<file path="src/dedup_adjacent_segments_defines.svh">
// Assertion helpers shared by the front, queue and back RTL files.
`ifndef DEDUP_ADJACENT_SEGMENTS_DEFINES_SVH
`define DEDUP_ADJACENT_SEGMENTS_DEFINES_SVH

// Condition holds at every clock edge out of reset.
`define DAS_HOLD(lbl, cond, msg) \
	lbl: assert property (@(posedge clk) disable iff (!arst_n) (cond)) else $error(msg);

// Antecedent implies consequent in the same cycle.
`define DAS_IMPLY(lbl, ante, cons, msg) \
	lbl: assert property (@(posedge clk) disable iff (!arst_n) (ante) |-> (cons)) else $error(msg);

`endif

</file>
<file path="src/dedup_pkg.sv">
`default_nettype none

package dedup_pkg;

	// wide enough for segment lengths up to 127
	localparam int SEG_LEN_W = 7;

	localparam logic [1:0] KIND_INT = 2'd0;
	localparam logic [1:0] KIND_F32 = 2'd1;
	localparam logic [1:0] KIND_F64 = 2'd2;

	typedef struct packed {
		logic                 bank;
		logic [SEG_LEN_W-1:0] len;
		logic [31:0]          end_offset;
		logic [31:0]          kept_count;
		logic                 ovf;
	} seg_desc_t;

	typedef struct packed {
		logic valid;
		logic bank;
	} bank_rel_t;

	function automatic logic elem_eq(logic [1:0] kind, logic [63:0] a, logic [63:0] b);
		logic nan_a32;
		logic nan_b32;
		logic nan_a64;
		logic nan_b64;
		logic r;
		nan_a32 = (a[30:23] == 8'hFF) && (a[22:0] != 23'd0);
		nan_b32 = (b[30:23] == 8'hFF) && (b[22:0] != 23'd0);
		nan_a64 = (a[62:52] == 11'h7FF) && (a[51:0] != 52'd0);
		nan_b64 = (b[62:52] == 11'h7FF) && (b[51:0] != 52'd0);
		case (kind)
			KIND_F32: begin
				r = !(nan_a32 || nan_b32) &&
				    ((((a[31:0] | b[31:0]) & 32'h7FFF_FFFF) == 32'd0) || (a[31:0] == b[31:0]));
			end
			KIND_F64: begin
				r = !(nan_a64 || nan_b64) &&
				    ((((a | b) & 64'h7FFF_FFFF_FFFF_FFFF) == 64'd0) || (a == b));
			end
			default: begin
				r = (a == b);
			end
		endcase
		return r;
	endfunction

endpackage

`default_nettype wire

</file>
<file path="src/dedup_back.sv">
`default_nettype none
`include "dedup_adjacent_segments_defines.svh"

module dedup_back #(
	parameter int MAX_SEG_LEN = 32,
	parameter int AW          = 6
) (
	input  wire logic                  clk,
	input  wire logic                  arst_n,
	input  wire logic                  pop_valid,
	output logic                       pop_ready,
	input  wire dedup_pkg::seg_desc_t  pop_data,
	output logic                       rd_b_en,
	output logic [AW-1:0]              rd_b_addr,
	input  wire logic [63:0]           rd_b_data,
	output dedup_pkg::bank_rel_t       rel,
	output logic                       m_tvalid,
	input  wire logic                  m_tready,
	output logic [127:0]               m_tdata,
	output logic                       m_tlast,
	output logic                       m_tuser
);

	import dedup_pkg::*;

	logic                 active_q;
	seg_desc_t            desc_q;
	logic [SEG_LEN_W-1:0] k_q;

	logic                 pend_s1;
	logic                 last_s1;
	logic                 ovf_s1;
	logic [31:0]          off_s1;
	logic [31:0]          cnt_s1;

	logic                 advance;
	logic                 issue;
	logic                 last_elem;

	assign advance   = pend_s1 && (!m_tvalid || m_tready);
	assign issue     = active_q && (!pend_s1 || advance);
	assign last_elem = SEG_LEN_W'(k_q + 1'b1) == desc_q.len;
	assign pop_ready = !active_q || (issue && last_elem);

	assign rd_b_en   = issue;
	assign rd_b_addr = (desc_q.bank ? AW'(MAX_SEG_LEN) : AW'(0)) + AW'(k_q);
	assign rel.valid = issue && last_elem;
	assign rel.bank  = desc_q.bank;

	always_ff @(posedge clk or negedge arst_n) begin
		if (!arst_n) begin
			active_q <= 1'b0;
			k_q      <= '0;
		end else begin
			if (issue) begin
				k_q <= k_q + 1'b1;
			end
			if (pop_valid && pop_ready) begin
				active_q <= 1'b1;
				k_q      <= '0;
			end else if (issue && last_elem) begin
				active_q <= 1'b0;
			end
		end
	end

	always_ff @(posedge clk) begin
		if (pop_valid && pop_ready) begin
			desc_q <= pop_data;
		end
		if (issue) begin
			last_s1 <= last_elem;
			ovf_s1  <= desc_q.ovf;
			off_s1  <= desc_q.end_offset;
			cnt_s1  <= desc_q.kept_count;
		end
		if (advance) begin
			m_tdata <= {cnt_s1, off_s1, rd_b_data};
			m_tlast <= last_s1;
			m_tuser <= ovf_s1;
		end
	end

	always_ff @(posedge clk or negedge arst_n) begin
		if (!arst_n) begin
			pend_s1  <= 1'b0;
			m_tvalid <= 1'b0;
		end else begin
			if (issue) begin
				pend_s1 <= 1'b1;
			end else if (advance) begin
				pend_s1 <= 1'b0;
			end
			if (advance) begin
				m_tvalid <= 1'b1;
			end else if (m_tready) begin
				m_tvalid <= 1'b0;
			end
		end
	end

	`DAS_IMPLY(a_issue_in_range, issue, k_q < desc_q.len, "element read past segment length")

endmodule

`default_nettype wire

</file>
<file path="config.mk">
export PLATFORM = sky130hd
export DESIGN_NAME = dedup_back
export DESIGN_NICKNAME = d
export VERILOG_FILES = /design/src/dedup_pkg.sv /design/src/dedup_back.sv
export VERILOG_INCLUDE_DIRS = /design/src /design/src/src
export SDC_FILE = /design/constraint.sdc
export NUM_CORES = 1
export LEC_CHECK = 0
export BUFFER_PORTS_ARGS = -buffer_cell sky130_fd_sc_hd__buf_2
export CELL_PAD_IN_SITES_DETAIL_PLACEMENT = 0
export CELL_PAD_IN_SITES_GLOBAL_PLACEMENT = 1
export CORE_UTILIZATION = 42
export DETAILED_ROUTE_END_ITERATION = 8
export PLACE_DENSITY = 0.84
export SYNTH_ARGS = -nofsm -noshare
export SYNTH_HDL_FRONTEND = slang
export SYNTH_SLANG_ARGS = --single-unit
</file>
<file path="constraint.sdc">
create_clock -name clk -period 5.15 [get_ports clk]
set_input_delay 0.515 -clock clk [delete_from_list [all_inputs] [get_ports clk]]
set_output_delay 0.515 -clock clk [all_outputs]
set_load 0.05 [all_outputs]
</file>
### After elaboration in Yosys (flattened, before gate mapping)

Cells that the tools add are included.
W data, S select, Z words.

| storage, ports and cells | value |
|---|---|
| bits in registers | 279 |
| input port bits | 141 |
| output and inout bits | 141 |
| word-level logic and storage cells | 42 |

| cells by class | value |
|---|---|
| $add $sub $neg | 2 |
| eq/ne operators | 1 |
| mux-type cells | 9 |
| reduce and logical (&&, ||, !) cells | 14 |

Operators with widths:

| operator | count |
|---|---|
| $mux W7 | 2 |
| $reduce_bool A2 Y1 | 4 |
| $add A7 B1 Y7 const B | 1 |
| $eq A7 B7 Y1 | 1 |
| $add A6 B6 Y6 | 1 |
| $mux W1 | 6 |
| $mux W6 | 1 |
| $logic_and A1 B1 Y1 | 4 |
| $logic_not A1 Y1 | 3 |
| $logic_or A1 B1 Y1 | 3 |

### Depth between registers and ports, before layout

| logic depth | value |
|---|---|
| depth after elaboration | 9 |
| mapped depth | 7 |

### Least setup slack after synthesis

No wires, ideal clock.

| timing path | value |
|---|---|
| path kind | register to register |
| start | register k_q[0] |
| end | register desc_q[0] (netlist bit), enable pin |
| setup time | 0.439 ns |
| arrival | 3.812 ns |
| path slack | 0.899 ns |
| cell stages (with the launch flop) | 8 |
| cell sequence | dfrtp_1 > ha_1 > nand3_2 > a311o_1 > nand3_1 > o2111ai_2 > o31ai_4 > and2_1 |

| on the way | value |
|---|---|
| cells in the longest elaborated chain, start to end | 5 |

Ends and longest elaborated chain:

| element | line | source |
|---|---|---|
| start, declared | dedup_back.sv:28 | `logic [SEG_LEN_W-1:0] k_q;` |
| start signal, assigned | dedup_back.sv:56 | `k_q <= k_q + 1'b1;` |
| $add A7 B1 Y7 | dedup_back.sv:42 | `assign last_elem = SEG_LEN_W'(k_q + 1'b1) == desc_q.len;` |
| $eq A7 B7 Y1 | dedup_back.sv:42 |  |
| $logic_and A1 B1 Y1 | dedup_back.sv:43 | `assign pop_ready = !active_q \|\| (issue && last_elem);` |
| $logic_or A1 B1 Y1 | dedup_back.sv:43 |  |
| named net pop_ready | dedup_back.sv:11 | `output logic pop_ready,` |
| $logic_and A1 B1 Y1 | dedup_back.sv:68 | `if (pop_valid && pop_ready) begin` |
| end signal, assigned | dedup_back.sv:69 | `desc_q <= pop_data;` |
| end, declared | dedup_back.sv:27 | `seg_desc_t desc_q;` |

The timed path passes the listed nets, and every way through them passes these cells.
A chain may end at the register's enable or synchronous reset.

### Final worst setup path

| timing path | value |
|---|---|
| start | register k_q[0] |
| end | output port pop_ready |

| on the way | value |
|---|---|
| cells in the longest elaborated chain, start to end | 4 |

Ends and longest elaborated chain:

| element | line |
|---|---|
| $add A7 B1 Y7 | dedup_back.sv:42 |
| $eq A7 B7 Y1 | dedup_back.sv:42 |
| $logic_and A1 B1 Y1 | dedup_back.sv:43 |
| $logic_or A1 B1 Y1 | dedup_back.sv:43 |
| end, declared | dedup_back.sv:11 |

No other way between the ends.

==> metrics.txt <==
Tot GR Track Use=15.6%; Synth cell types=29; synthesis-stage register bit count=between 200 and 300; Layout area overhead=31.2%; GR peak layer=met2; fin crit share=64.2%; Synth Area in Simple Gates=1.73%; hold_ws=0.155 ns; Die Height=between 100 and 150 um; share of layout cells above drive strength 1=49.7%; cts bufs inserted=28; clk root buf=clkbuf_16; Post-Synth Adder-Cell Area=0.142%; IO Port Bufs=around 280; Synthesis Warnings=0; Tightest Pin Transition=0.991 ns; Nets=roughly 800; setup TNS=0 ns; worst hold-check path type=input port to flip-flop; die area=approximately 22000 sq um; crit path launch type=flip-flop; core area=20400 sq um; initial antenna violation count=8; CP max FO=9; outcome=finished, final reports clean; row count=52; Syn Inst Count=349; syn_nets=491; placed insts=just under 900; io pins=roughly 280; final cell count without fillers=951; Post-Synth XOR/XNOR Area=between 1 and 1.5%; DR WL/cell=between 15 and 20 um; Leakage=~4.5 nW; H-tree lvl count=1; clock skew=0.0150 ns; CP endpoint kind=output port; critical path class=flip-flop to output port; multiplexer area fraction after synthesis=0.341%; Final HPWL DP=11900 um; Routed Antenna Nets=0; unrepaired setup endpoints after global routing=false; CTS clock-pin slew for the worst setup and hold paths=around 0.070 ns; router iterations before antenna repair=4; # DRC=0; pwr dens=477 nW/um^2; global placement routability congestion=0.904; Routed Wire Length=approximately 17000 um; Core Util, Final=between 50% and 60%; max cap viols=0; CTS tree=done; Rel. slew slack=33.9%; Worst R2R Setup Slack=1.93 ns; met3 Track Usage GR=4.38%; vias per cell=4.60; Final Hold Fails=0; Final Cell Area=11600 sq um; fmax=0.302 GHz; synthesized area=8820 sq um; die span in x=147 um; first-pass GRT wire length=25000 um; TritonCTS Sinks=279; met2 Track Usage GR=28.3%; Via Count=about 4400; compound-gate portion of the synthesized area=between 1 and 1.5%; max-slew violation count=0; Final min period=~3.3 ns; Initial DRC Count=213; Placed Area=10500 sq um; worst skew pair latency=around 0.53 ns; combinational family with the most area after synthesis=simple AND/OR/NAND/NOR gates; Remaining Overflow, GRT=0; number of global-route vias before repair=about 4500; mean post-synth cell area=25.3 sq um; largest net degree at the start of global routing=74; CTS Buffer Depth=3; Critical Path RT=approximately 4.6 ns; Seq/Total Area, Yosys=94.5%; met1 Resource Use GR=between 15 and 20%; Worst EP arrival=2.79 ns; peak supply drop=0.258 mV; Starting Density=43.2%; Setup violations, final=0; postcts setup bufs=0
-- metal layers --
| layer | vias to the layer above | wire length, um |
|---|---|---|
| li1 | 1997 | - |
| met1 | 2103 | 6290 |
| met2 | 229 | 9010 |
| met3 | 45 | 1450 |
| met4 | 2 | 635 |
| met5 | - | 13 |
-- path summary, 6_finish.rpt --
kind,end,startpoint,cells past startpoint
max,pop_ready,k_q[0],7
min,desc_q[19],pop_data[19],1
max reg2reg,desc_q[31],k_q[0],7
min reg2reg,m_tdata[70],off_s1[6],0
max in group asynchronous,k_q[0],arst_n,2
min in group asynchronous,k_q[5],arst_n,2
-- cell usage after synthesis (all sizes together) --
cell type	number	area share, %
edfxtp	269	92
inv	3	0.13
o31ai	1	0.24
ha	1	0.14
a311o	1	0.11
and3b	1	0.099
dfrtp	10	2.8
nor4	1	0.071
buf	8	0.60
and2	2	0.14
mux2i	3	0.34
o2111ai	1	0.17
nor3	4	0.28
nor2	5	0.21
nand3b	1	0.085
clkbuf	1	0.043
xnor2	11	1.1
o311a	1	0.11
a21oi	6	0.34
nand3	3	0.23
a311oi	1	0.099
xor2	3	0.30
nor2b	1	0.071
nand2b	4	0.28
nand2	6	0.26
a21boi	1	0.085
-- kinds of logic (layout without fill, tap and decap cells) --
logic type | Yosys count | count (layout)
fa+ha+maj | 1 | 1
mux | 3 | 3
simple gates | 28 | 28
compound gates | 12 | 12
buf+inv | 12 | 337
flops | 279 | 279
other cells | 0 | 7
xor+xnor | 14 | 14
-- what timing repair did --
item / 4_1_cts / 5_1_grt
hold buffers: 1 / 0
hold endpoints to repair: 10 / 0
resized for setup: 0 / 0
-- worst max-delay path, stage by stage, from the launching register on --
cell and delay, ns:
dfrtp_1 0.46, ha_1 0.27, nand3_2 0.14, nor2_1 0.28, xnor2_1 0.18, o2111ai_2 0.19
o31ai_4 0.41, buf_2 0.34
-- through the flow --
step                      setup slack, ns  total power (W)
after global routing                 1.67          0.00571
after floorplan                     0.899          0.00324
final                                1.84          0.00552
after CTS                            1.83          0.00558
after global placement               2.07          0.00337
after detailed placement             1.91          0.00339
-- sequential cells by signal, indices dropped and copies added, names as in the netlist, 7 cells and up --
name     flops
desc_q      72
cnt_s1      32
m_tdata    128
off_s1      32
k_q          7
-- power by group --
| group | total, W | internal, W | switching, W |
|---|---|---|---|
| Combinational | 0.000638 | 0.000173 | 0.000465 |
| Clock | 0.00218 | 0.00137 | 0.000809 |
| Sequential | 0.00270 | 0.00263 | 0.0000737 |
-- cell type report --
type	count	area (sq um)
Clock inverter	18	273
Clock buffer	31	733
Fill cell	1550	8860
Sequential cell	279	8330
Tap cell	270	338
Antenna cell	7	17.5
Timing Repair Buffer	285	1440
Multi-Input combinational cell	58	425
Inverter	3	12.5
-- cells in the final DEF (no fill, tap or decap), types with 5 or more instances in the layout --
| cell type | n |
|---|---|
| xnor2_1 | 11 |
| a21oi_1 | 6 |
| nor2_1 | 5 |
| nand2_1 | 6 |
| diode_2 | 7 |
| dfrtp_1 | 10 |
| edfxtp_1 | 269 |
| bufinv_16 | 7 |
| clkinv_2 | 6 |
| buf_2 | 281 |
| clkbuf_16 | 29 |
(Power assumes the default switching activity.)
