### config.mk
export PLATFORM = sky130hd
export DESIGN_NAME = dedup_front
export DESIGN_NICKNAME = d
export VERILOG_FILES = /design/src/dedup_pkg.sv /design/src/dedup_front.sv
export VERILOG_INCLUDE_DIRS = /design/src /design/src/src
export SDC_FILE = /design/constraint.sdc
export NUM_CORES = 1
export LEC_CHECK = 0
export ABC_AREA = 1
export BUFFER_PORTS_ARGS = -buffer_cell sky130_fd_sc_hd__buf_2
export CAP_MARGIN = 40
export CORE_MARGIN = 1
export CORE_UTILIZATION = 52
export DETAILED_ROUTE_END_ITERATION = 12
export PLACE_DENSITY = 0.87
export SYNTH_ARGS = -nofsm -noshare
export SYNTH_HDL_FRONTEND = slang
export SYNTH_SLANG_ARGS = --single-unit
### constraint.sdc
create_clock -name clk -period 7.45 [get_ports clk]
set_input_delay 1.49 -clock clk [delete_from_list [all_inputs] [get_ports clk]]
set_output_delay 1.49 -clock clk [all_outputs]
set_load 0.01 [all_outputs]
### src/dedup_adjacent_segments_defines.svh
// Assertion helpers shared by the front, queue and back RTL files.
`ifndef DEDUP_ADJACENT_SEGMENTS_DEFINES_SVH
`define DEDUP_ADJACENT_SEGMENTS_DEFINES_SVH

// Condition holds at every clock edge out of reset.
`define DAS_HOLD(lbl, cond, msg) \
	lbl: assert property (@(posedge clk) disable iff (!arst_n) (cond)) else $error(msg);

// Antecedent implies consequent in the same cycle.
`define DAS_IMPLY(lbl, ante, cons, msg) \
	lbl: assert property (@(posedge clk) disable iff (!arst_n) (ante) |-> (cons)) else $error(msg);

`endif

### src/dedup_pkg.sv
`default_nettype none

package dedup_pkg;

	// wide enough for segment lengths up to 127
	localparam int SEG_LEN_W = 7;

	localparam logic [1:0] KIND_INT = 2'd0;
	localparam logic [1:0] KIND_F32 = 2'd1;
	localparam logic [1:0] KIND_F64 = 2'd2;

	typedef struct packed {
		logic                 bank;
		logic [SEG_LEN_W-1:0] len;
		logic [31:0]          end_offset;
		logic [31:0]          kept_count;
		logic                 ovf;
	} seg_desc_t;

	typedef struct packed {
		logic valid;
		logic bank;
	} bank_rel_t;

	function automatic logic elem_eq(logic [1:0] kind, logic [63:0] a, logic [63:0] b);
		logic nan_a32;
		logic nan_b32;
		logic nan_a64;
		logic nan_b64;
		logic r;
		nan_a32 = (a[30:23] == 8'hFF) && (a[22:0] != 23'd0);
		nan_b32 = (b[30:23] == 8'hFF) && (b[22:0] != 23'd0);
		nan_a64 = (a[62:52] == 11'h7FF) && (a[51:0] != 52'd0);
		nan_b64 = (b[62:52] == 11'h7FF) && (b[51:0] != 52'd0);
		case (kind)
			KIND_F32: begin
				r = !(nan_a32 || nan_b32) &&
				    ((((a[31:0] | b[31:0]) & 32'h7FFF_FFFF) == 32'd0) || (a[31:0] == b[31:0]));
			end
			KIND_F64: begin
				r = !(nan_a64 || nan_b64) &&
				    ((((a | b) & 64'h7FFF_FFFF_FFFF_FFFF) == 64'd0) || (a == b));
			end
			default: begin
				r = (a == b);
			end
		endcase
		return r;
	endfunction

endpackage

`default_nettype wire

### src/dedup_front.sv
`default_nettype none
`include "dedup_adjacent_segments_defines.svh"

module dedup_front #(
	parameter int MAX_SEG_LEN = 32,
	parameter int AW          = 6
) (
	input  wire logic                  clk,
	input  wire logic                  arst_n,
	input  wire logic                  cfg_valid,
	output logic                       cfg_ready,
	input  wire logic [1:0]            cfg_data,
	input  wire logic                  s_tvalid,
	output logic                       s_tready,
	input  wire logic [63:0]           s_tdata,
	input  wire logic                  s_tlast,
	input  wire logic                  s_tuser,
	output logic                       wr_en,
	output logic [AW-1:0]              wr_addr,
	output logic [63:0]                wr_data,
	output logic                       rd_a_en,
	output logic [AW-1:0]              rd_a_addr,
	input  wire logic [63:0]           rd_a_data,
	output logic                       push_valid,
	input  wire logic                  push_ready,
	output dedup_pkg::seg_desc_t       push_desc,
	input  wire dedup_pkg::bank_rel_t  rel
);

	import dedup_pkg::*;

	localparam int LW = $clog2(MAX_SEG_LEN + 1);

	logic [1:0]    kind_q;
	logic          sel_q;
	logic [LW-1:0] cur_len_q;
	logic [LW-1:0] prev_len_q;
	logic          mism_q;
	logic          ovf_q;
	logic [31:0]   wr_idx_q;
	logic [31:0]   kept_q;
	logic [1:0]    busy_q;

	logic          s1_valid;
	logic          s1_end;
	logic          s1_cmp;
	logic          s1_force;
	logic [63:0]   s1_value;

	logic          new_bank;
	logic          s_acc;
	logic          room;
	logic [AW-1:0] base_new;
	logic [AW-1:0] base_kept;
	logic          neq;
	logic          mism_nx;
	logic          keep;
	logic          end_done;

	assign cfg_ready = 1'b1;
	assign new_bank  = ~sel_q;
	assign s_tready  = !(s1_valid && s1_end) && !busy_q[new_bank];
	assign s_acc     = s_tvalid && s_tready;
	assign room      = cur_len_q < LW'(MAX_SEG_LEN);

	assign base_new  = new_bank ? AW'(MAX_SEG_LEN) : '0;
	assign base_kept = sel_q ? AW'(MAX_SEG_LEN) : '0;

	assign wr_en     = s_acc && !s_tuser && room;
	assign wr_addr   = base_new + AW'(cur_len_q);
	assign wr_data   = s_tdata;
	assign rd_a_en   = wr_en && (cur_len_q < prev_len_q);
	assign rd_a_addr = base_kept + AW'(cur_len_q);

	assign neq      = s1_force || (s1_cmp && !elem_eq(kind_q, rd_a_data, s1_value));
	assign mism_nx  = mism_q || neq;
	assign keep     = ovf_q || (cur_len_q != prev_len_q) || mism_nx;
	assign end_done = s1_valid && s1_end && (!keep || push_ready);

	assign push_valid           = s1_valid && s1_end && keep;
	assign push_desc.bank       = new_bank;
	assign push_desc.len        = SEG_LEN_W'(cur_len_q);
	assign push_desc.end_offset = wr_idx_q + 32'(cur_len_q);
	assign push_desc.kept_count = kept_q + 32'd1;
	assign push_desc.ovf        = ovf_q;

	always_ff @(posedge clk or negedge arst_n) begin
		if (!arst_n) begin
			kind_q <= KIND_INT;
		end else if (cfg_valid) begin
			kind_q <= cfg_data;
		end
	end

	always_ff @(posedge clk) begin
		if (s_acc && !s_tuser) begin
			s1_cmp   <= room && (cur_len_q < prev_len_q);
			s1_force <= room && (cur_len_q >= prev_len_q);
			s1_value <= s_tdata;
		end
	end

	always_ff @(posedge clk or negedge arst_n) begin
		if (!arst_n) begin
			s1_valid <= 1'b0;
			s1_end   <= 1'b0;
		end else if (s_acc && !s_tuser) begin
			s1_valid <= 1'b1;
			s1_end   <= s_tlast;
		end else if (!(s1_valid && s1_end) || end_done) begin
			s1_valid <= 1'b0;
			s1_end   <= 1'b0;
		end
	end

	always_ff @(posedge clk or negedge arst_n) begin
		if (!arst_n) begin
			sel_q      <= 1'b0;
			cur_len_q  <= '0;
			prev_len_q <= '0;
			mism_q     <= 1'b0;
			ovf_q      <= 1'b0;
			wr_idx_q   <= '0;
			kept_q     <= '0;
		end else if (s_acc && s_tuser) begin
			cur_len_q  <= '0;
			prev_len_q <= '0;
			mism_q     <= 1'b0;
			ovf_q      <= 1'b0;
		end else begin
			if (s1_valid && !s1_end) begin
				mism_q <= mism_nx;
			end
			if (end_done) begin
				prev_len_q <= cur_len_q;
				cur_len_q  <= '0;
				mism_q     <= 1'b0;
				ovf_q      <= 1'b0;
				if (keep) begin
					sel_q    <= ~sel_q;
					wr_idx_q <= push_desc.end_offset;
					kept_q   <= push_desc.kept_count;
				end
			end
			if (s_acc) begin
				if (room) begin
					cur_len_q <= cur_len_q + LW'(1);
				end else begin
					ovf_q <= 1'b1;
				end
			end
		end
	end

	always_ff @(posedge clk or negedge arst_n) begin
		if (!arst_n) begin
			busy_q <= '0;
		end else begin
			for (int b = 0; b < 2; b++) begin
				if (push_valid && push_ready && (new_bank == 1'(b))) begin
					busy_q[b] <= 1'b1;
				end else if (rel.valid && (rel.bank == 1'(b))) begin
					busy_q[b] <= 1'b0;
				end
			end
		end
	end

	`DAS_IMPLY(a_push_free_bank, push_valid, !busy_q[new_bank], "segment pushed into a busy bank")
	`DAS_IMPLY(a_rel_of_busy, rel.valid, busy_q[rel.bank], "release of a bank not in use")
	`DAS_HOLD(a_len_bound, (cur_len_q <= LW'(MAX_SEG_LEN)) && (prev_len_q <= LW'(MAX_SEG_LEN)), "segment length past buffer depth")

endmodule

`default_nettype wire

# After elaboration in Yosys (flattened, before gate mapping)
# Index checks and enable logic that the tools add are counted.
# op_classes
n_addsub	5
order_cmp	4
n_eq_ne	9
mux	25
bitwise_logic	5
reduce_logical	54
# ops
op	count
nonzero test 52 bit	2
equality test 64 bit	1
zero test 64 bit	1
bitwise OR 63 bit	1
two-way mux 6 bit	8
nonzero test 23 bit	2
adder 32 x 1 -> 32 bit (second input constant)	1
adder 32 x 6 -> 32 bit	1
equality test 32 bit	1
zero test 32 bit	1
bitwise OR 31 bit	1
logical AND 1 bit	24
equality test 11 bit (second input constant)	2
equality test 8 bit (second input constant)	2
two-way mux 1 bit	16
adder 6 bit	2
logical OR 1 bit	10
zero test 1 bit	8
nonzero test 2 bit	4
adder 6 x 1 -> 6 bit (second input constant)	1
>= comparator 6 bit	1
< comparator 6 bit	1
< comparator 6 bit (second input constant)	1
inequality test 6 bit	1
7 further kinds	9
# word_totals
reg_bits	151
input_bits	139

# Depth between registers and ports, before layout
# logic_depth
ltp_word	18
mapped_depth	22
ltp_nobuf	20

# Least setup slack after synthesis
# OpenSTA, ideal clock, no wires.
# synth_path
path_kind	input port to output port
start	input s_tvalid
end	output rd_a_en
arrival_ns	5.057
slack_ns	0.903
cell_stages	4
path_cell_list	nand2_1 > nor2_1 > inv_1 > nor3_1
# synth_via
elab_chain_len	4
# synth_rtl
element	line_no	text
start, declared	dedup_front.sv:13	input wire logic s_tvalid,
logical AND 1 bit	dedup_front.sv:63	assign s_acc = s_tvalid && s_tready;
logical AND 1 bit (2 in series)	dedup_front.sv:69	assign wr_en = s_acc && !s_tuser && room;
logical AND 1 bit	dedup_front.sv:72	assign rd_a_en = wr_en && (cur_len_q < prev_len_q);
end, declared	dedup_front.sv:21	output logic rd_a_en,
# Every way passes these cells.

# Worst setup path after layout
# layout_path
start	input rd_a_data[0]
end	output push_valid
# layout_via
elab_chain_len	12
# layout_rtl
element	line_no	text
start, declared	dedup_front.sv:23	input wire logic [63:0] rd_a_data,
nonzero test 52 bit or nonzero test 23 bit (tied branches)	dedup_pkg.sv:33, dedup_pkg.sv:31	
logical AND 1 bit (on tied branches)	dedup_pkg.sv:33, dedup_pkg.sv:31	
logical OR 1 bit (on tied branches)	dedup_pkg.sv:41, dedup_pkg.sv:37	
zero test 1 bit (on tied branches)	dedup_pkg.sv:41, dedup_pkg.sv:37	
logical AND 1 bit (on tied branches)	dedup_pkg.sv:41, dedup_pkg.sv:37	
case mux 1 bit (2 select lines) *	dedup_pkg.sv:35	case (kind)
zero test 1 bit *	dedup_front.sv:75	assign neq = s1_force || (s1_cmp && !elem_eq(kind_q, rd_a_data, s1_value));
logical AND 1 bit *	dedup_front.sv:75	
logical OR 1 bit *	dedup_front.sv:75	
logical OR 1 bit *	dedup_front.sv:76	assign mism_nx = mism_q || neq;
logical OR 1 bit *	dedup_front.sv:77	assign keep = ovf_q || (cur_len_q != prev_len_q) || mism_nx;
logical AND 1 bit *	dedup_front.sv:80	assign push_valid = s1_valid && s1_end && keep;
end, declared	dedup_front.sv:24	output logic push_valid,
# Every way passes the cells marked *; elsewhere a longest branch is shown, timed or not.

==> results.py <==
metrics = {
    "status": {
        "status": "finished, final reports clean",
    },
    "drt": {
        "viasPerCell": 5.00,
        "vias": 8361,
        "antenna_left": 0,
        "drc": 0,
        "drtIter0Drc": 499,
        "drt-pass1-iter-count": 7,
        "avgRoutedWirePerCell_um": 14.7,
        "drt-total-wl_mm": 24.7,
    },
    "clock_tree": {
        "cts_tree": "built",
        "cts_buffer_depth": 2,
        "cts_max_level": 4,
        "cts_hold_buffers": 0,
        "clkLatencyLatePin_ns": 0.42,
        "clock_sinks": 151,
        "cts-buffers-inserted": 17,
        "post-cts-setup-buffer-count": 0,
        "clk_pin_slew_worst_paths_ns": 0.06,
        "cts_resized": 0,
        "cts_root_buffer": "clkbuf_16",
    },
    "setup_path": {
        "cp_slowest_cell": "ha_1",
        "r2r_start": "s1_value[22]",
        "end_kind": "primary output",
        "r2r_setup_slack_ns": 4.38,
        "cp_top_family": "simple AND/OR/NAND/NOR gates",
        "crit_arrival_ns": 3.35,
        "cp-start-kind": "primary input",
        "cpMostUsedCell": "nand2_1",
        "r2r_cells": 20,
        "max_stage_delay_ns": 0.28,
        "crit_buf_inv": 4,
        "crit_fanout": 3,
        "critical_path_class": "in -> out",
        "cp.required_ns": 5.96,
        "path_cells": "buf_2 -> inv_1 -> ha_1 -> nor2_1 -> nand2_1 -> nor2_1 -> nand2_1 -> nor2_1 -> nand2_1 -> nand2_1 -> nand3_1 -> nand2_1 -> nand2_1 -> nand2_1 -> nand3_2 -> nand2_2 -> inv_2 -> buf_2",
        "reg2reg_to": "kept_q[26]",
        "cp.depth": 18,
    },
    "final_layout": {
        "drive_above_1_share": 0.262,
        "syn_to_final_growth_pct": 17.5,
        "final_common_cell": "nand2_1",
        "fillers": 1558,
        "final_nets": 1641,
        "most-common-layout-cells": "341 x nand2_1, 289 x buf_2, 180 x inv_1, 116 x nor2_1, 85 x dfrtp_1",
    },
    "sta": {
        "finalSetupViolCount": 0,
        "grt_setup_unrepaired": "no",
        "max_slew_margin": 0.410,
        "hold_violations": 0,
        "tightest_slew_ns": 0.886,
        "clock-skew-final_ns": 0.0111,
        "setup_tns_ns": 0,
        "slew_violations": 0,
        "fin_ws_ns": 2.61,
        "fin_crit_sh": 0.650,
        "max_freq_ghz": 0.207,
        "fin_crit_ns": 4.84,
    },
    "placed_design": {
        "port_buffers": 290,
        "place_congestion": 0.909,
        "place_ws_ns": 2.60,
        "place_hpwl_mm": 19.1,
    },
    "logic_synthesis": {
        "ys_ff_latch": 151,
        "synthArstFlopShare": 0.563,
        "syn_area_per_cell_sq_um": 8.31,
        "ys_seq_area_frac": 0.410,
        "ys.flop_type": "dfrtp_1",
        "netlist_area_sq_mm": 0.0100,
        "synth_nets": 1423,
        "syn_inst": 1204,
        "synth_cell_types": 47,
        "synth_warnings": 0,
        "synth_edf_count": 66,
    },
    "global_routing": {
        "antenna_found_initial": 5,
        "grt_usage": 0.250,
        "use_met1": 0.268,
        "overflow": 0,
        "grt_pass1_wl_mm": 38.6,
        "use_met2": 0.448,
        "grt_max_degree": 70,
        "grt-busiest-layer": "met2",
        "met3_usage": 0.0825,
        "grt_pass1_vias": 8237,
    },
    "hold_path": {
        "hold_end": "wr_idx_q[0]",
        "worstHoldStart": "wr_idx_q[0]",
        "hp-class": "reg -> reg",
        "hold_path_depth": 2,
    },
    "die": {
        "dieArea_sq_mm": 0.0198,
        "placementRows": 50,
        "initial_core_util": 0.533,
        "die_x_um": 141,
        "core-area_sq_mm": 0.0188,
        "die_h_um": 141,
        "pin_count": 293,
    },
    "power": {
        "ir_drop_v": 0.000144,
        "leakage_nw": 6.41,
        "total_power_mw": 2.14,
        "power.density_mw_per_mm2": 182,
    },
    "flow_run": {
        "drv_cap": 0,
    },
}
==> worst reg2reg max path, stage by stage (launching register included) <==
cell and delay, ns:
edfxtp_1 0.39, inv_1 0.10, ha_1 0.24, nor2_1 0.11
nand2_1 0.09, nor2_1 0.13, nand2_1 0.06, nor2_1 0.12
nand2_1 0.07, nand2_1 0.06, nand3_1 0.07, nand2_1 0.06
nand2_1 0.05, nand2_1 0.13, nand3_2 0.12, nand2_2 0.12
inv_2 0.08, nand2_2 0.31, buf_4 0.49, nand2_1 0.14
nand2_1 0.09
==> per-stage QoR <==
step | cell area, sq um | hold WS (ns) | cells | utilization
after floorplan | 10000 | 0.442 | 1204 | -
after global placement | 11100 | 0.453 | 1636 | 0.591
after detailed placement | 11100 | 0.463 | 1637 | 0.592
after CTS | 11800 | 0.484 | 1669 | 0.626
after global routing | 11800 | 0.518 | 1671 | 0.627
final | 11800 | 0.486 | 1672 | 0.627
==> how the worst max path moves through the flow <==
stage | startpoint | slack (ns) | end
final | rd_a_data[0] | 2.61 | push_valid
after global routing | rd_a_data[25] | 2.38 | push_valid
after CTS | rd_a_data[60] | 2.59 | push_valid
after detailed placement | rd_a_data[60] | 2.60 | push_valid
after global placement | rd_a_data[1] | 2.65 | push_valid
after floorplan | s_tvalid | 0.90 | rd_a_en
==> cell type report <==
type,count,area (sq um),area share
multi-input cells,772,4510,0.384
flip-flops and latches,151,4110,0.349
repair buffers,294,1500,0.128
inverters,186,698,0.0594
clock buffers,29,594,0.0505
well taps,234,293,0.0249
clock inverters,3,43.8,0.00372
diodes,3,7.51,0.000638
==> Yosys cell counts, types with 2 or more instances <==
cell,instances,share of area
xor2_2,3,0.0049
nand2_1,341,0.13
nand3_2,7,0.0070
conb_1,2,0.00075
nand3_1,47,0.023
xnor2_1,19,0.017
o21ai_0,6,0.0030
nor2_1,118,0.044
nor2_4,8,0.0090
nor4_1,5,0.0031
buf_4,79,0.059
nand2_2,6,0.0037
dfrtp_1,85,0.21
nor3_4,2,0.0032
inv_2,6,0.0022
a21oi_1,11,0.0055
buf_6,6,0.0067
xor2_1,41,0.036
ha_1,79,0.099
nor3_2,3,0.0030
nor3b_2,2,0.0025
buf_2,6,0.0030
nor4_2,2,0.0025
inv_1,180,0.067
edfxtp_1,66,0.20
clkbuf_1,4,0.0015
nor3_1,16,0.0080
nand3_4,2,0.0035
nand4_1,34,0.021
==> metal layers <==
| metal | vias up | part of all wire |
|---|---|---|
| met5 | - | 0.0011 |
| met4 | 4 | 0.034 |
| met3 | 57 | 0.082 |
| met2 | 287 | 0.50 |
| met1 | 3876 | 0.39 |
| li1 | 4137 | - |
==> sequential cells by signal (all words and copies together) (netlist names) <==
name        flops
kept_q         32
s1_force        1
mism_q          1
s1_end          1
kind_q          2
s1_cmp          1
s1_valid        1
prev_len_q      6
ovf_q           1
s1_value       64
sel_q           1
wr_idx_q       32
busy_q          2
cur_len_q       6
==> power breakdown <==
group	total [mW]	switching, mW	internal (mW)
clock network	0.909	0.333	0.576
registers	0.935	0.0249	0.910
logic	0.292	0.177	0.115
total	2.14	0.535	1.60
==> kinds of logic (layout without fill, tap and decap cells) <==
kind of cell               Yosys count  after routing  share of synthesized area
AOI/OAI and AO/OA                   23             23                     0.0146
xor gates and xnor gates            64             64                     0.0590
adders and majority gates           80             80                      0.101
buffers and inverters              281            512                      0.140
DFF                                151            151                      0.410
other                                2              5                   0.000750
and+or+nand+nor                    603            603                      0.274
(Power assumes the default switching activity.)
