### config.mk
export PLATFORM = sky130hd
export DESIGN_NAME = dedup_queue
export DESIGN_NICKNAME = d
export VERILOG_FILES = /design/src/dedup_pkg.sv /design/src/dedup_queue.sv
export VERILOG_INCLUDE_DIRS = /design/src /design/src/src
export SDC_FILE = /design/constraint.sdc
export NUM_CORES = 1
export LEC_CHECK = 0
export ABC_AREA = 1
export BUFFER_PORTS_ARGS = -buffer_cell sky130_fd_sc_hd__buf_4
export CORE_AREA = 2 2 111 134
export DETAILED_ROUTE_END_ITERATION = 6
export DIE_AREA = 0 0 113 136
export GPL_ROUTABILITY_DRIVEN = 0
export GPL_TIMING_DRIVEN = 0
export MAX_ROUTING_LAYER = met4
export PLACE_DENSITY = 0.7
export SLEW_MARGIN = 25
export SYNTH_ARGS = -nofsm -noshare
export SYNTH_HDL_FRONTEND = slang
export SYNTH_SLANG_ARGS = --single-unit
### constraint.sdc
create_clock -name clk -period 9.5 [get_ports clk]
set_input_delay 0.475 -clock clk [delete_from_list [all_inputs] [get_ports clk]]
set_output_delay 0.475 -clock clk [all_outputs]
set_load 0.02 [all_outputs]
### src/dedup_adjacent_segments_defines.svh
// Assertion helpers shared by the front, queue and back RTL files.
`ifndef DEDUP_ADJACENT_SEGMENTS_DEFINES_SVH
`define DEDUP_ADJACENT_SEGMENTS_DEFINES_SVH

// Condition holds at every clock edge out of reset.
`define DAS_HOLD(lbl, cond, msg) \
	lbl: assert property (@(posedge clk) disable iff (!arst_n) (cond)) else $error(msg);

// Antecedent implies consequent in the same cycle.
`define DAS_IMPLY(lbl, ante, cons, msg) \
	lbl: assert property (@(posedge clk) disable iff (!arst_n) (ante) |-> (cons)) else $error(msg);

`endif

### src/dedup_pkg.sv
`default_nettype none

package dedup_pkg;

	// wide enough for segment lengths up to 127
	localparam int SEG_LEN_W = 7;

	localparam logic [1:0] KIND_INT = 2'd0;
	localparam logic [1:0] KIND_F32 = 2'd1;
	localparam logic [1:0] KIND_F64 = 2'd2;

	typedef struct packed {
		logic                 bank;
		logic [SEG_LEN_W-1:0] len;
		logic [31:0]          end_offset;
		logic [31:0]          kept_count;
		logic                 ovf;
	} seg_desc_t;

	typedef struct packed {
		logic valid;
		logic bank;
	} bank_rel_t;

	function automatic logic elem_eq(logic [1:0] kind, logic [63:0] a, logic [63:0] b);
		logic nan_a32;
		logic nan_b32;
		logic nan_a64;
		logic nan_b64;
		logic r;
		nan_a32 = (a[30:23] == 8'hFF) && (a[22:0] != 23'd0);
		nan_b32 = (b[30:23] == 8'hFF) && (b[22:0] != 23'd0);
		nan_a64 = (a[62:52] == 11'h7FF) && (a[51:0] != 52'd0);
		nan_b64 = (b[62:52] == 11'h7FF) && (b[51:0] != 52'd0);
		case (kind)
			KIND_F32: begin
				r = !(nan_a32 || nan_b32) &&
				    ((((a[31:0] | b[31:0]) & 32'h7FFF_FFFF) == 32'd0) || (a[31:0] == b[31:0]));
			end
			KIND_F64: begin
				r = !(nan_a64 || nan_b64) &&
				    ((((a | b) & 64'h7FFF_FFFF_FFFF_FFFF) == 64'd0) || (a == b));
			end
			default: begin
				r = (a == b);
			end
		endcase
		return r;
	endfunction

endpackage

`default_nettype wire

### src/dedup_queue.sv
`default_nettype none
`include "dedup_adjacent_segments_defines.svh"

module dedup_queue (
	input  wire logic                  clk,
	input  wire logic                  arst_n,
	input  wire logic                  push_valid,
	output logic                       push_ready,
	input  wire dedup_pkg::seg_desc_t  push_data,
	output logic                       pop_valid,
	input  wire logic                  pop_ready,
	output dedup_pkg::seg_desc_t       pop_data
);

	import dedup_pkg::*;

	seg_desc_t  ent_q [2];
	logic       wptr_q;
	logic       rptr_q;
	logic [1:0] cnt_q;
	logic       do_push;
	logic       do_pop;

	assign push_ready = cnt_q != 2'd2;
	assign pop_valid  = cnt_q != 2'd0;
	assign pop_data   = ent_q[rptr_q];
	assign do_push    = push_valid && push_ready;
	assign do_pop     = pop_valid && pop_ready;

	always_ff @(posedge clk) begin
		if (do_push) begin
			ent_q[wptr_q] <= push_data;
		end
	end

	always_ff @(posedge clk or negedge arst_n) begin
		if (!arst_n) begin
			wptr_q <= 1'b0;
			rptr_q <= 1'b0;
			cnt_q  <= '0;
		end else begin
			if (do_push) begin
				wptr_q <= ~wptr_q;
			end
			if (do_pop) begin
				rptr_q <= ~rptr_q;
			end
			case ({do_push, do_pop})
				2'b10:   cnt_q <= cnt_q + 2'd1;
				2'b01:   cnt_q <= cnt_q - 2'd1;
				default: cnt_q <= cnt_q;
			endcase
		end
	end

	`DAS_HOLD(a_cnt_bound, cnt_q <= 2'd2, "queue count out of range")

endmodule

`default_nettype wire

---- Word-level counts from Yosys, hierarchy flattened ----
Memories as Yosys holds them, arrays and structs flattened.
Cells that the tools add are included.
operators by class
  add/subtract/negate cells ............... 2
  multiply operators ...................... 0
  div/mod/pow operators ................... 0
  magnitude comparators ................... 0
  equality and inequality tests ........... 3
  shifts and indexed selects .............. 0
  muxes and demuxes ....................... 3
  bitwise gates (word level) .............. 2
  reductions and logical operators ........ 4
operators by type and width
  cell                                               count
  case mux 2 bit (2 select lines)                    1
  nonzero test 2 bit                                 2
  adder 2 x 1 -> 2 bit (second input constant)       1
  == test 2 x 1 -> 1 bit (second input constant)     1
  == test 2 bit (second input constant)              1
  logical AND 1 bit                                  2
  2-to-1 mux 1 bit                                   2
  != test 2 bit (second input constant)              1
  NOT 1 bit                                          2
  subtractor 2 x 1 -> 2 bit (second input constant)  1
storage, ports and cells
  flip-flop bits (word level) ............. 4
  latch bits .............................. 0
  bits in writable memories ............... 146
  bits in read-only memories .............. 0
  memories ................................ 1
memories
  memory  words  bits a word  rd ports  clocked after memory_dff  wr ports  line               source
  ent_q   2      73           1         0                         1         dedup_queue.sv:17  seg_desc_t ent_q [2];

---- Logic depth before layout (Yosys ltp) ----
Gate-level depths: netlist of run 1.
  depth in word-level cells ............... 4
  mapped depth ............................ 10
  depth with buffers taken out ............ 10

---- Worst setup path before layout of run 1 ----
OpenSTA, ideal clock, no wires.
  path kind ............................... reg-to-reg
  start point ............................. register cnt_q[0]
  end point ............................... memory ent_q[1][0] in the netlist's numbering, enable pin
  arrival ................................. 3,721 ps
  data required time ...................... 8,994 ps
  path slack .............................. 5,274 ps
  stages on the path, launching flop included .. 5
  buffers on the path ..................... 0
  cells stage by stage .................... dfrtp_1 -> inv_2 -> nand2_2 -> nand2_2 -> nor2_1
between the ends
  word-level cells in the longest chain between the ends .. 4
RTL lines
  item                                    line               source
  start: declaration                      dedup_queue.sv:20  logic [1:0] cnt_q;
  start signal: assignment                dedup_queue.sv:49  2'b10: cnt_q <= cnt_q + 2'd1;
  start signal: assignment                dedup_queue.sv:50  2'b01: cnt_q <= cnt_q - 2'd1;
  start signal: assignment                dedup_queue.sv:51  default: cnt_q <= cnt_q;
  != test 2 bit                           dedup_queue.sv:24  assign push_ready = cnt_q != 2'd2;
  named net push_ready                    dedup_queue.sv:8   output logic push_ready,
  logical AND 1 bit                       dedup_queue.sv:27  assign do_push = push_valid && push_ready;
  2-to-1 mux 1 bit                        dedup_queue.sv:31  if (do_push) begin
  2-to-1 mux 1 bit (not written as such)  dedup_queue.sv:32  ent_q[wptr_q] <= push_data;
  end: declaration                        dedup_queue.sv:17
The timed path passes the listed nets, and every way through them passes these cells.

==> flow_results.org, run 1 <==
** Status
- The run finished, with violations left.
- The final reports fail on design-rule violations.

** Synthesis
- The cell area that synthesis handed to floorplanning was 5530 um2.
- Mean area per synthesized cell :: between 10 and 15 um2
- In this run, synthesis produced a sequential element count of 150.
- After technology mapping, the gate count stands at 411.
- Synthesis instantiated 15 different standard cells from the library.
- Post-synthesis net count :: between 400 and 500
- Summing the sequential cell areas from Yosys gives approximately four fifths of the chip area.
- Yosys Warn Count :: 0

** STA
- Tightest Pin Transition :: 0.668 ns
- Final setup skew :: about 0.0049 ns
- Across all setup checks in the final design, the least slack found is between 7 and 8 ns.
- The number of hold-slack violations in the final timing report is 0.
- The count of pins over their slew limit was 0.
- Unrepaired setup endpoints after global routing :: no
- For the finished layout, the period the worst path requires is 2.05 ns.
- Final worst hold slack :: 0.249 ns
- Dividing the final minimum period by the clock period gives 21.5%.
- Based on the critical path, the design can be clocked at up to 489 MHz.
- Worst slew margin :: 55.4%
- Setup violations remaining at the end of the flow were counted as 0.
- Setup TNS :: 0 ns

** Clocking
- # H-tree levels :: 4
- Number of buffers on the longest clock path :: 2
- The number of hold buffers added after CTS was 1.
- Clock tree synthesis inserted a total of 17 buffers.
- At the later pin of the worst-skew pair, clock insertion delay measures 0.41 ns.
- Clock Root Buffer :: sky130_fd_sc_hd__clkbuf_16
- Number of sinks driven by the clock tree :: 150
- Post-CTS Resized :: 0
- TritonCTS clock tree :: built
- After clock tree synthesis, the clock-pin slew on the worst setup and hold paths is 0.06 ns.
- Number of buffers inserted to repair setup after CTS :: 0

** Setup path
- In this run the worst path has a maximum fanout of 10.
- Arrival @ worst endpoint :: 1.57 ns
- STA classifies the critical path endpoint as an output port.
- For the worst setup path, the data required time is 9.03 ns.
- Most prevalent standard cell on the critical path :: sky130_fd_sc_hd__nand2_1
- Max incr delay on CP :: 0.40 ns
- The worst setup path is launched from a register.
- The setup path with the least slack is of type register to output port.
- CP Cell Sequence :: inv_2 -> buf_6 -> buf_2 -> nand2_1 -> nand2_1 -> buf_4
- On the critical path, the stage with the largest delay is an instance of sky130_fd_sc_hd__dfrtp_1.

** Placed design
- DP Area :: 7050 um2
- Detailed placement ended at an HPWL of 7.84 mm.
- Worst setup slack before clock tree synthesis :: 7.49 ns
- Port Buffers :: 151

** Flow run
- Across the run, the number of max-cap violations was 0.

** Floorplanning
- The floorplan step defined a die boundary enclosing between 15000 and 20000 um2.
- Once the floorplan was initialized, standard cells occupied ~40% of the core.
- Core Footprint :: 14200 um2
- DIE HEIGHT :: 136 um
- Top Ports :: between 150 and 200
- Standard-cell rows :: 48
- The floorplan step set the die width to 113 um.

** Detailed routing
- The final route contains around 3500 vias.
- Summed over all layers, the routed wires come to between 10 and 15 mm.
- Number of detailed-route iterations in the first pass :: 6
- After detailed routing, the number of vias per cell comes to 4.56.
- Average wire length per cell after detail routing :: 14.6 um
- DRC violations left :: 10
- Antenna-violating nets left :: 0
- After the first detailed-routing iteration, the DRC count stood at 195.

** GRT
- Initial antenna violation count :: 0
- The first global-routing pass estimated 17.7 mm of wire.
- Entering global routing, the biggest net connects 24 pins.
- Global-route usage over all layers :: 15.7%
- The via count of the first global-routing pass came to 3680.
- Summed over all layers, the global routing overflow is 0.

** Final layout
- Total Nets Final :: between 600 and 700
- Fraction of final layout cells sized beyond drive strength 1 :: 34.4%
- N_diodes :: 0
- Cells fill 53.5% of the core in the end.
- Relative to the synthesized area, the layout overhead comes to 37.0%.
- Non-Filler Cell Area, Final :: 7580 um2

** Power and ir drop
- In this run the power density over the cells is 331 nW/um2.
- The analysis attributes to cell leakage a power of 0.00325 uW.
- VDD IR-drop max :: between 0.00015 and 0.0002 V

** Hold path
- The tightest min-delay check is of the input pin to register type.
[through the flow]
step	std cells	total power, uW
finish	776	2510
global route	776	2650
global placement	737	1910
CTS	776	2540
floorplan	411	1510
detailed placement	743	1960
[state kept, by name (all words and copies together) (netlist names)]
signal	cells
cnt_q	2
ent_q	146
rptr_q	1
wptr_q	1
[report_power, final]
group	switching, uW	total [uW]	internal [uW]
combinational	608	985	377
clock	249	580	331
sequential	38.3	941	902
total	895	2510	1610
[placed cells by master, fill, tap and decap left out, types with 3 or more instances in the layout]
| cell | synthesis | routed |
|---|---|---|
| sky130_fd_sc_hd__nand2_1 | 227 | 227 |
| sky130_fd_sc_hd__buf_4 | 7 | 158 |
| sky130_fd_sc_hd__edfxtp_1 | 146 | 146 |
| sky130_fd_sc_hd__clkbuf_16 | 0 | 17 |
| sky130_fd_sc_hd__buf_2 | 8 | 8 |
| sky130_fd_sc_hd__inv_1 | 5 | 5 |
| sky130_fd_sc_hd__clkinv_2 | 0 | 4 |
| sky130_fd_sc_hd__dfrtp_1 | 4 | 4 |
| sky130_fd_sc_hd__buf_16 | 0 | 4 |
| sky130_fd_sc_hd__clkinv_4 | 0 | 3 |
| sky130_fd_sc_hd__clkinvlp_4 | 0 | 3 |
[cell usage after synthesis]
master                       n  area, um2
sky130_fd_sc_hd__nand2_1   227        852
sky130_fd_sc_hd__edfxtp_1  146       4380
sky130_fd_sc_hd__buf_2       8       40.0
sky130_fd_sc_hd__buf_4       7       52.6
sky130_fd_sc_hd__inv_1       5       18.8
sky130_fd_sc_hd__dfrtp_1     4        100
sky130_fd_sc_hd__nor2_1      3       11.3
sky130_fd_sc_hd__inv_2       2       7.51
sky130_fd_sc_hd__nand2_2     2       12.5
sky130_fd_sc_hd__nand3_1     2       10.0
sky130_fd_sc_hd__a21oi_1     1       5.00
sky130_fd_sc_hd__buf_6       1       11.3
sky130_fd_sc_hd__ha_1        1       12.5
sky130_fd_sc_hd__nand4_1     1       6.26
sky130_fd_sc_hd__xnor2_1     1       8.76
[metal layers]
layer  vias to the layer above  wire [um]  track usage [%]
met1                      1683       4670             17.9
met5                         -          0                -
met2                       109       5790             26.0
li1                       1739          -                -
met4                         0        128             5.69
met3                         8        714             5.13
[final cells by class]
class / instances / area, um2
Tap cell: 175 / 219
Buffer: 16 / 104
Timing Repair Buffer: 158 / 1290
Clock inverter: 13 / 85.1
Inverter: 7 / 26.3
Multi-Input combinational cell: 238 / 933
Fill cell: 1181 / 6600
Sequential cell: 150 / 4480
Clock buffer: 19 / 433
[path summary, 6_finish.rpt]
check,startpoint,to,slack (ns),cells after the start
setup / recovery,rptr_q$_DFFE_PN0P_,pop_data[21],7.45,6
hold / removal,push_data[23],ent_q[1][23]$_DFFE_PP_,0.25,1
setup reg to reg,cnt_q[0]$_DFFE_PN0P_,ent_q[0][68]$_DFFE_PP_,7.56,6
hold reg to reg,cnt_q[0]$_DFFE_PN0P_,cnt_q[0]$_DFFE_PN0P_,0.52,1
max in group asynchronous,arst_n,rptr_q$_DFFE_PN0P_,8.98,2
min in group asynchronous,arst_n,cnt_q[0]$_DFFE_PN0P_,0.42,2
[cells by family (layout without fill, tap and decap cells)]
logic type               count (synthesis)  in the layout  synth area share, %
AO/OA/AOI/OAI                            1              1               0.0904
XOR/XNOR                                 1              1                0.158
adder cells (fa/ha/maj)                  1              1                0.226
buffers and inverters                   23            213                 2.35
flip-flops                             150            150                 81.0
AND/OR/NAND/NOR                        235            235                 16.1
[critical path, delay by kind of cell (launching register included)]
kind                   cells  cell delay [ns]
DFF                        1             0.40
and+or+nand+nor            2             0.17
buffers and inverters      4             0.59
Note: power is estimated with default switching activity, not from simulation.
==> inputs of run 2 (changes only) <==
==> constraint.sdc (replaced) <==
create_clock -name clk -period 1.9 [get_ports clk]
set_input_delay 0.095 -clock clk [delete_from_list [all_inputs] [get_ports clk]]
set_output_delay 0.095 -clock clk [all_outputs]
set_load 0.02 [all_outputs]
==> run 2 against run 1 <==
  * The flow still finishes with violations (design-rule violations)
  * Sequential cell count did not move
  * Die area is the same
  * Clock skew up 0.0024 ns
  * Critical endpoint is now pop_data[62]
  * Largest cell class unchanged
  * Highest routed layer unchanged
==> flow_results.org, run 2 (synthesis gave the netlist of run 1 again) <==
** Status
- The flow ran to the end, but the final reports show violations.
- Violated checks :: design-rule violations

** Setup path
- Endpoint of the worst-slack reg-to-reg timing path :: ent_q[0][31]$_DFFE_PP_
- Data required time of the critical path :: 1.80 ns
- Crit path buf inv count :: 4
- Category of the worst setup path capture point :: output port
- The largest individual stage delay along the critical path comes from the cell sky130_fd_sc_hd__dfrtp_1.
- In this run the worst path has a maximum fanout of 10.
- The critical path runs through a total of 6 cells.
- The critical path in this run is classified as register to output port.
- Walking the worst path, the cells encountered are inv_2 -> buf_6 -> buf_2 -> nand2_1 -> nand2_1 -> buf_4.
- The worst register-to-register path begins at cnt_q[0]$_DFFE_PN0P_.
- Across all register-to-register paths, the minimum setup slack is between 0.3 and 0.4 ns.
- Among the stages of the critical path, the cell type that occurs most often is sky130_fd_sc_hd__nand2_1.
- Arrival @ worst endpoint :: 1.62 ns
- Grouping stages by cell kind, the critical path spends the most delay in buffers and inverters.
- Count of cells along the worst register-to-register path :: 6
- STA classifies the critical path startpoint as a register.
- Max incr delay on CP :: roughly 0.42 ns

** Final layout
- Total Nets Final :: approximately 750
- The library cells used most frequently in the layout, excluding fill and tap cells, are sky130_fd_sc_hd__nand2_1 (227), sky130_fd_sc_hd__buf_4 (162), sky130_fd_sc_hd__edfxtp_1 (146).
- Ranked by flip-flop count, first place goes to ent_q.
- Fill cell count :: ~1100
- The largest registers in the layout are ent_q: 146 flops, cnt_q: 2 flops.
- Commonest non-fill, non-tap cell in the layout :: sky130_fd_sc_hd__nand2_1
- Post-route non-filler standard cell count :: 857
- Cells with a size suffix above 1 make up 31.7% of the layout.
- The register with the most flip-flops in the layout has 146 of them.
- Non-Filler Cell Area, Final :: between 8000 and 9000 um2
- Area overhead of the layout relative to synthesis :: 53.7%

** Clocking
- # H-tree levels :: 4
- The later pin in the worst-skew pair is clocked with a latency of between 0.4 and 0.5 ns.
- Clock Root Buffer :: sky130_fd_sc_hd__clkbuf_16
- Number of sinks driven by the clock tree :: 150
- After clock tree synthesis, the clock-pin slew on the worst setup and hold paths is 0.06 ns.
- CTS buffer count :: 17
- Number of buffers on the longest clock path :: 2
- TritonCTS clock tree :: built

** Placed design
- Buffers placed on the I/O ports in this run total 151.
- At the placement stage, the worst setup path has a slack of 0.0424 ns.
- DP Area :: 7080 um2
- The number of placed instances, taps included, is 743.
- Dpl hpwl :: between 8 and 9 mm

** Floorplanning
- Top Ports :: 152
- DIE HEIGHT :: between 100 and 150 um
- The die covers 15400 um2.
- Die W :: 113 um
- The total area inside the core boundary comes to between 10000 and 15000 um2.
- Initial Utilization :: 39.0%
- In this run the core area contains 48 standard-cell rows.

** STA
- Clock skew on the completed layout was measured at 0.00732 ns.
- Setup slack closes at 0.187 ns.
- After routing, the total negative slack on setup checks comes to 0 ns.
- The number of hold-slack violations in the final timing report is 0.
- Tcrit/Tclk final :: 90.1%
- Crit path time final :: 1.71 ns
- The count of pins over their slew limit came to 0.
- Tightest Pin Transition :: 0.240 ns
- Setup repair after global routing left no endpoint under its margin.
- Worst slew margin :: 84.0%
- Setup violations remaining at the end of the flow were counted as 0.
- Derived from the worst setup path, the maximum achievable clock frequency is about 580 MHz.

** GRT
- Met2 Usage GRT :: between 20% and 30%
- Total congestion overflow :: 0
- Largest net degree at the start of global routing :: 23
- The first global-routing pass estimated 19.5 mm of wire.
- The via count of the first global-routing pass came to 4032.
- Global routing consumed, on the met1 layer, 18.9% of the routing resources.
- Global routing used roughly 17% of the available tracks.
- Busiest layer in global routing :: met2
- Global routing used 5.35% of the available met3 tracks.
- The initial antenna violation count came to 1.

** Flow run
- Max-cap violations in this run came to 0.

** Detailed routing
- The routed layout has 3948 vias.
- The first TritonRoute pass finished after 6 iterations.
- Sum of routed wire length over all layers :: 12.9 mm
- DRC violations left :: 9
- After the first detailed-routing iteration, the DRC count stood at ~200.
- Average wire length per cell after detail routing :: 15.0 um
- Antenna-violating nets left :: 0
- Via density per instance :: roughly 4.6

** Power and ir drop
- Power per cell area :: 1580 nW/um2
- Clock Power Share :: between 20% and 30%
- Fraction of power spent switching nets :: between 30% and 40%
- Power share of the combinational group :: 39.2%
- Static leakage :: approximately 0.0036 uW
- Part of the power in registers :: 35.1%
- VDD IR-drop max :: 0.000980 V
- Internal power comes to 8700 uW.
- Reported net switching power :: 4720 uW
- Power comes to 13400 uW.

** Hold path
- Hold/Removal Path Class :: input pin to asynchronous set/reset pin
-- run 2: layout make-up --
cell class / count / area (um2) / area share, %
timing repair buffer: 238 / 2110 / 24.8
tap: 175 / 219 / 2.57
multi-input combinational: 238 / 943 / 11.1
inverter: 7 / 26.3 / 0.309
sequential: 150 / 4480 / 52.7
antenna: 1 / 2.50 / 0.0294
clock buffer: 18 / 439 / 5.16
clock inverter: 14 / 176 / 2.07
buffer: 16 / 104 / 1.22
-- run 2: repair_timing --
action | 4_1_cts | 5_1_grt
hold endpoints to repair | 152 | 0
endpoints found under the setup margin | 0 | 42
setup buffers | 0 | 5
hold buffers | 76 | 0
gates resized for setup | 0 | 0
-- run 2: worst max-delay path by stage --
stage | from | endpoint | slack [ns]
floorplan | cnt_q[0]$_DFFE_PN0P_ | ent_q[1][0]$_DFFE_PP_ | -0.24
global placement | cnt_q[0]$_DFFE_PN0P_ | ent_q[1][29]$_DFFE_PP_ | -0.77
detailed placement | cnt_q[0]$_DFFE_PN0P_ | ent_q[1][29]$_DFFE_PP_ | 0.04
CTS | cnt_q[0]$_DFFE_PN0P_ | ent_q[1][28]$_DFFE_PP_ | 0.03
global route | rptr_q$_DFFE_PN0P_ | pop_data[37] | 0.06
finish | rptr_q$_DFFE_PN0P_ | pop_data[62] | 0.19
-- run 2: power groups by stage --
stage	Sequential (uW)	Combinational (uW)	Clock (uW)
2_1_floorplan	4750	2750	0
3_3_place_gp	4790	4710	0
3_5_place_dp	4780	5080	0
4_1_cts	4710	5230	3500
5_1_grt	4770	5680	3620
6_report	4720	5260	3440
-- run 2: metal layers --
metal / part of all wire (%) / up-vias / wire (um)
met4: 2.2 / 0 / 287
li1: - / 1900 / -
met2: 53 / 133 / 6790
met5: 0 / - / 0
met1: 39 / 1893 / 5050
met3: 5.7 / 22 / 728
-- run 2: stage by stage --
| step | hold WS, ns | util, % |
|---|---|---|
| 4_1_cts | 0.00533 | 59.6 |
| 6_report | 0.0508 | 60.0 |
| 2_1_floorplan | -0.201 | - |
| 3_5_place_dp | -0.102 | 49.9 |
| 5_1_grt | 0.0400 | 60.0 |
| 3_3_place_gp | -0.105 | 48.8 |
==> inputs of run 3 (changes only) <==
--- a/config.mk
+++ b/config.mk
@@ -14,8 +14,7 @@
 export GPL_ROUTABILITY_DRIVEN = 0
 export GPL_TIMING_DRIVEN = 0
 export MAX_ROUTING_LAYER = met4
-export PLACE_DENSITY = 0.7
-export SLEW_MARGIN = 25
+export PLACE_DENSITY = 0.71
 export SYNTH_ARGS = -nofsm -noshare
 export SYNTH_HDL_FRONTEND = slang
 export SYNTH_SLANG_ARGS = --single-unit
==> run 3 against run 2 <==
  * The run still ends with design-rule violations left
  * Critical endpoint is now ent_q[0][48]$_DFFE_PP_
  * Register-to-register slack worse by 0.17 ns
  * Highest routed layer unchanged
  * Largest cell class unchanged
  * Core utilization shrank 1.2 points
  * Count of clock-buffer cells in the layout is 5 higher
  * Design area shrank 2.1%
  * Clock power down 4%
  * Die area unchanged
  * Sequential power about the same
  * Largest power group unchanged
==> flow_results.org, run 3 (synthesis gave the netlist of run 1 again) <==
** Detailed routing
- Via density per instance :: between 4 and 5
- Number of DRC violations after detailed-routing iteration 0 :: 211
- The final route contains ~3800 vias.
- DRC violations left :: 11
- Average wire length per cell after detail routing :: about 15 um
- Wires add up to 12.4 mm.
- Number of detailed-route iterations in the first pass :: 7
- Antenna-violating nets left :: 0

** STA
- Between clock sinks in the finished design, the worst skew comes to about 0.0055 ns.
- Setup violations remaining at the end of the flow were counted as 0.
- Crit path time final :: 1.70 ns
- Tcrit/Tclk final :: 89.7%
- For the pin with the worst max-slew slack, the measured transition is about 0.59 ns.
- Highest clock frequency the design can meet :: 587 MHz
- The worst pin sits at a relative slew slack of about 61%.
- Unrepaired setup endpoints after global routing :: no
- The count of pins over their slew limit came to 0.
- The number of hold-slack violations in the final timing report came to 0.

** Floorplanning
- Top Ports :: 152
- The die is between 100 and 150 um wide.
- Standard-cell rows :: between 40 and 50
- Initial Utilization :: 39.0%
- The floorplan step set the die height to approximately 140 um.
- Core Footprint :: 14200 um2
- Die Outline Area :: 15400 um2

** Clocking
- TritonCTS clock tree :: built
- Hold repair after CTS inserted 75 buffers.
- # H-tree levels :: 4
- Post-CTS Resized :: 0
- Clock Root Buffer :: sky130_fd_sc_hd__clkbuf_16
- The clock reaches the later pin of the worst-skew pair after roughly 0.4 ns.
- Clock tree synthesis inserted a total of 17 buffers.
- In this run the deepest clock path goes through 2 buffers.
- Clock tree synthesis found a total of 150 sinks.
- Clock-pin slew was measured on the worst setup and hold paths at 0.06 ns.
- Number of buffers inserted to repair setup after CTS :: 0

** Power and ir drop
- In this run switching power makes up 34.5% of total power.
- After layout, the design draws a total of 13000 uW.
- Static leakage :: 0.00358 uW
- Part of the power in registers :: between 30% and 40%
- For this design the ratio of total power to cell area is 1560 nW/um2.
- VDD sags by at most 0.000784 V.
- In this run, the clock network consumes 25.4% of the power.
- The internal portion of the total power is 8510 uW.
- The share of total power dissipated in combinational logic is 38.3%.
- Reported net switching power :: 4490 uW

** Setup path
- Reg2Reg Launch Point :: cnt_q[0]$_DFFE_PN0P_
- Endpoint of the worst-slack reg-to-reg timing path :: ent_q[0][48]$_DFFE_PP_
- Peak fanout along the critical path :: 32
- Walking the worst path, the cells encountered are inv_2 -> nand2_4 -> nand2_4 -> nor2_4 -> buf_12.
- Max incr delay on CP :: 0.46 ns
- Data required time of the critical path :: 2.00 ns
- By instance count, the cell type seen most on the critical path is sky130_fd_sc_hd__nand2_4.
- Setup slack of the worst register-to-register path :: 0.20 ns
- For the worst setup path, the data arrival time is approximately 1.8 ns.
- STA classifies the critical path endpoint as a register.
- Crit path buf inv count :: 2
- Cell family with the largest share of critical-path delay :: simple AND/OR/NAND/NOR gates
- STA classifies the critical path startpoint as a register.
- Count of cells along the worst register-to-register path :: 5
- Slowest cell on the critical path :: sky130_fd_sc_hd__nor2_4
- Crit path kind :: register to register

** GRT
- Global-route wire length before repair :: 19.1 mm
- Initial antenna violation count :: 0
- Total congestion overflow :: 0
- The via count of the first global-routing pass is 4008.
- For this run, the total global-route usage over all layers was measured as 16.8%.
- Entering global routing, the biggest net connects 34 pins.

** Flow run
- Max-cap violations :: 0

** Final layout
- Total Nets Final :: 738
- The area growth from synthesis to layout is 50.5%.
- The library cells used most frequently in the layout, excluding fill and tap cells, are sky130_fd_sc_hd__nand2_1 (227), sky130_fd_sc_hd__buf_4 (158), sky130_fd_sc_hd__edfxtp_1 (146).
- After filler insertion, the fill cell instance count of the layout stands at between 1000 and 1500.
- With fillers left out, the area of the finished cells amounts to 8330 um2.
- Max FFs per register :: approximately 150
- Of the cells placed in the final design, the portion with a size suffix greater than 1 is 30.3%.
- The register with the most flip-flops in the final layout is ent_q.
- Cells fill ~60% of the core in the end.
- After the flow finishes, the layout carries non-filler instances totaling ~850.
- Leading registers by flop count :: ent_q: 146 flops, cnt_q: 2 flops
- 0 antenna diodes ended up in the layout.
- Leaving out fill and tap cells, the most frequent cell in the layout is sky130_fd_sc_hd__nand2_1.

** Placed design
- Once placement finished, the instance area stood at 6990 um2.
- Port Buffers :: 151
- Cell Count Post-Placement :: around 740
- Once detailed placement completed, the half-perimeter wirelength came to 7.54 mm.

** Hold path
- Hold/Removal Path Class :: input pin to asynchronous set/reset pin

** Status
- Result of the run :: finished, violations left
- Violated checks :: design-rule violations
==> run 3: cell count changes in the layout (fill, tap and decap cells not counted), moves of 2 or more <==
cell	before	now
sky130_fd_sc_hd__clkbuf_1	0	5
sky130_fd_sc_hd__inv_6	2	0
sky130_fd_sc_hd__clkinvlp_4	5	1
sky130_fd_sc_hd__clkinv_2	1	3
sky130_fd_sc_hd__buf_4	162	158
sky130_fd_sc_hd__buf_12	1	4
sky130_fd_sc_hd__buf_16	6	0
==> run 3: power groups by stage <==
stage	logic, uW	registers (uW)	clock network [uW]
after floorplan	2750	4750	0
after global placement	4670	4780	0
after detailed placement	4880	4770	0
after CTS	5020	4710	3380
after global routing	5410	4770	3500
final	4980	4710	3300
==> run 3: worst max-delay path by stage <==
stage | endpoint | depth (start not counted) | slack, ns | from
after global placement | ent_q[1][39]$_DFFE_PP_ | 4 | -0.76 | cnt_q[0]$_DFFE_PN0P_
after CTS | ent_q[0][55]$_DFFE_PP_ | 5 | 0.18 | cnt_q[0]$_DFFE_PN0P_
after detailed placement | ent_q[1][54]$_DFFE_PP_ | 5 | 0.19 | cnt_q[0]$_DFFE_PN0P_
after global routing | ent_q[0][69]$_DFFE_PP_ | 5 | 0.09 | cnt_q[0]$_DFFE_PN0P_
after floorplan | ent_q[1][0]$_DFFE_PP_ | 4 | -0.24 | cnt_q[0]$_DFFE_PN0P_
final | ent_q[0][48]$_DFFE_PP_ | 5 | 0.20 | cnt_q[0]$_DFFE_PN0P_
==> run 3: metrics by stage <==
step / hold WS [ns] / worst slack, ns / TNS [ns]
after detailed placement: -0.104 / 0.188 / 0
after global routing: 0.00459 / 0.0865 / 0
final: 0.0274 / 0.196 / 0
after floorplan: -0.201 / -0.242 / -33.10
after global placement: -0.106 / -0.757 / -107.97
after CTS: 0.00975 / 0.179 / 0
==> run 3: per-layer routing <==
metal	global-route usage (%)	vias up	routed length [um]
met5	-	-	0
met1	18.5	1811	4880
met3	4.64	21	588
li1	-	1881	-
met2	28.0	126	6690
met4	8.74	0	226
==> run 3: cell type report <==
cell class                 count  area (um2)  area share [%]
multi-input combinational    238         943            11.3
tap                          175         219            2.63
clock inverter                 9         130            1.56
buffer                        16         104            1.25
timing repair buffer         230        1960            23.6
clock buffer                  23         458            5.50
inverter                       7        26.3           0.315
sequential                   150        4480            53.8
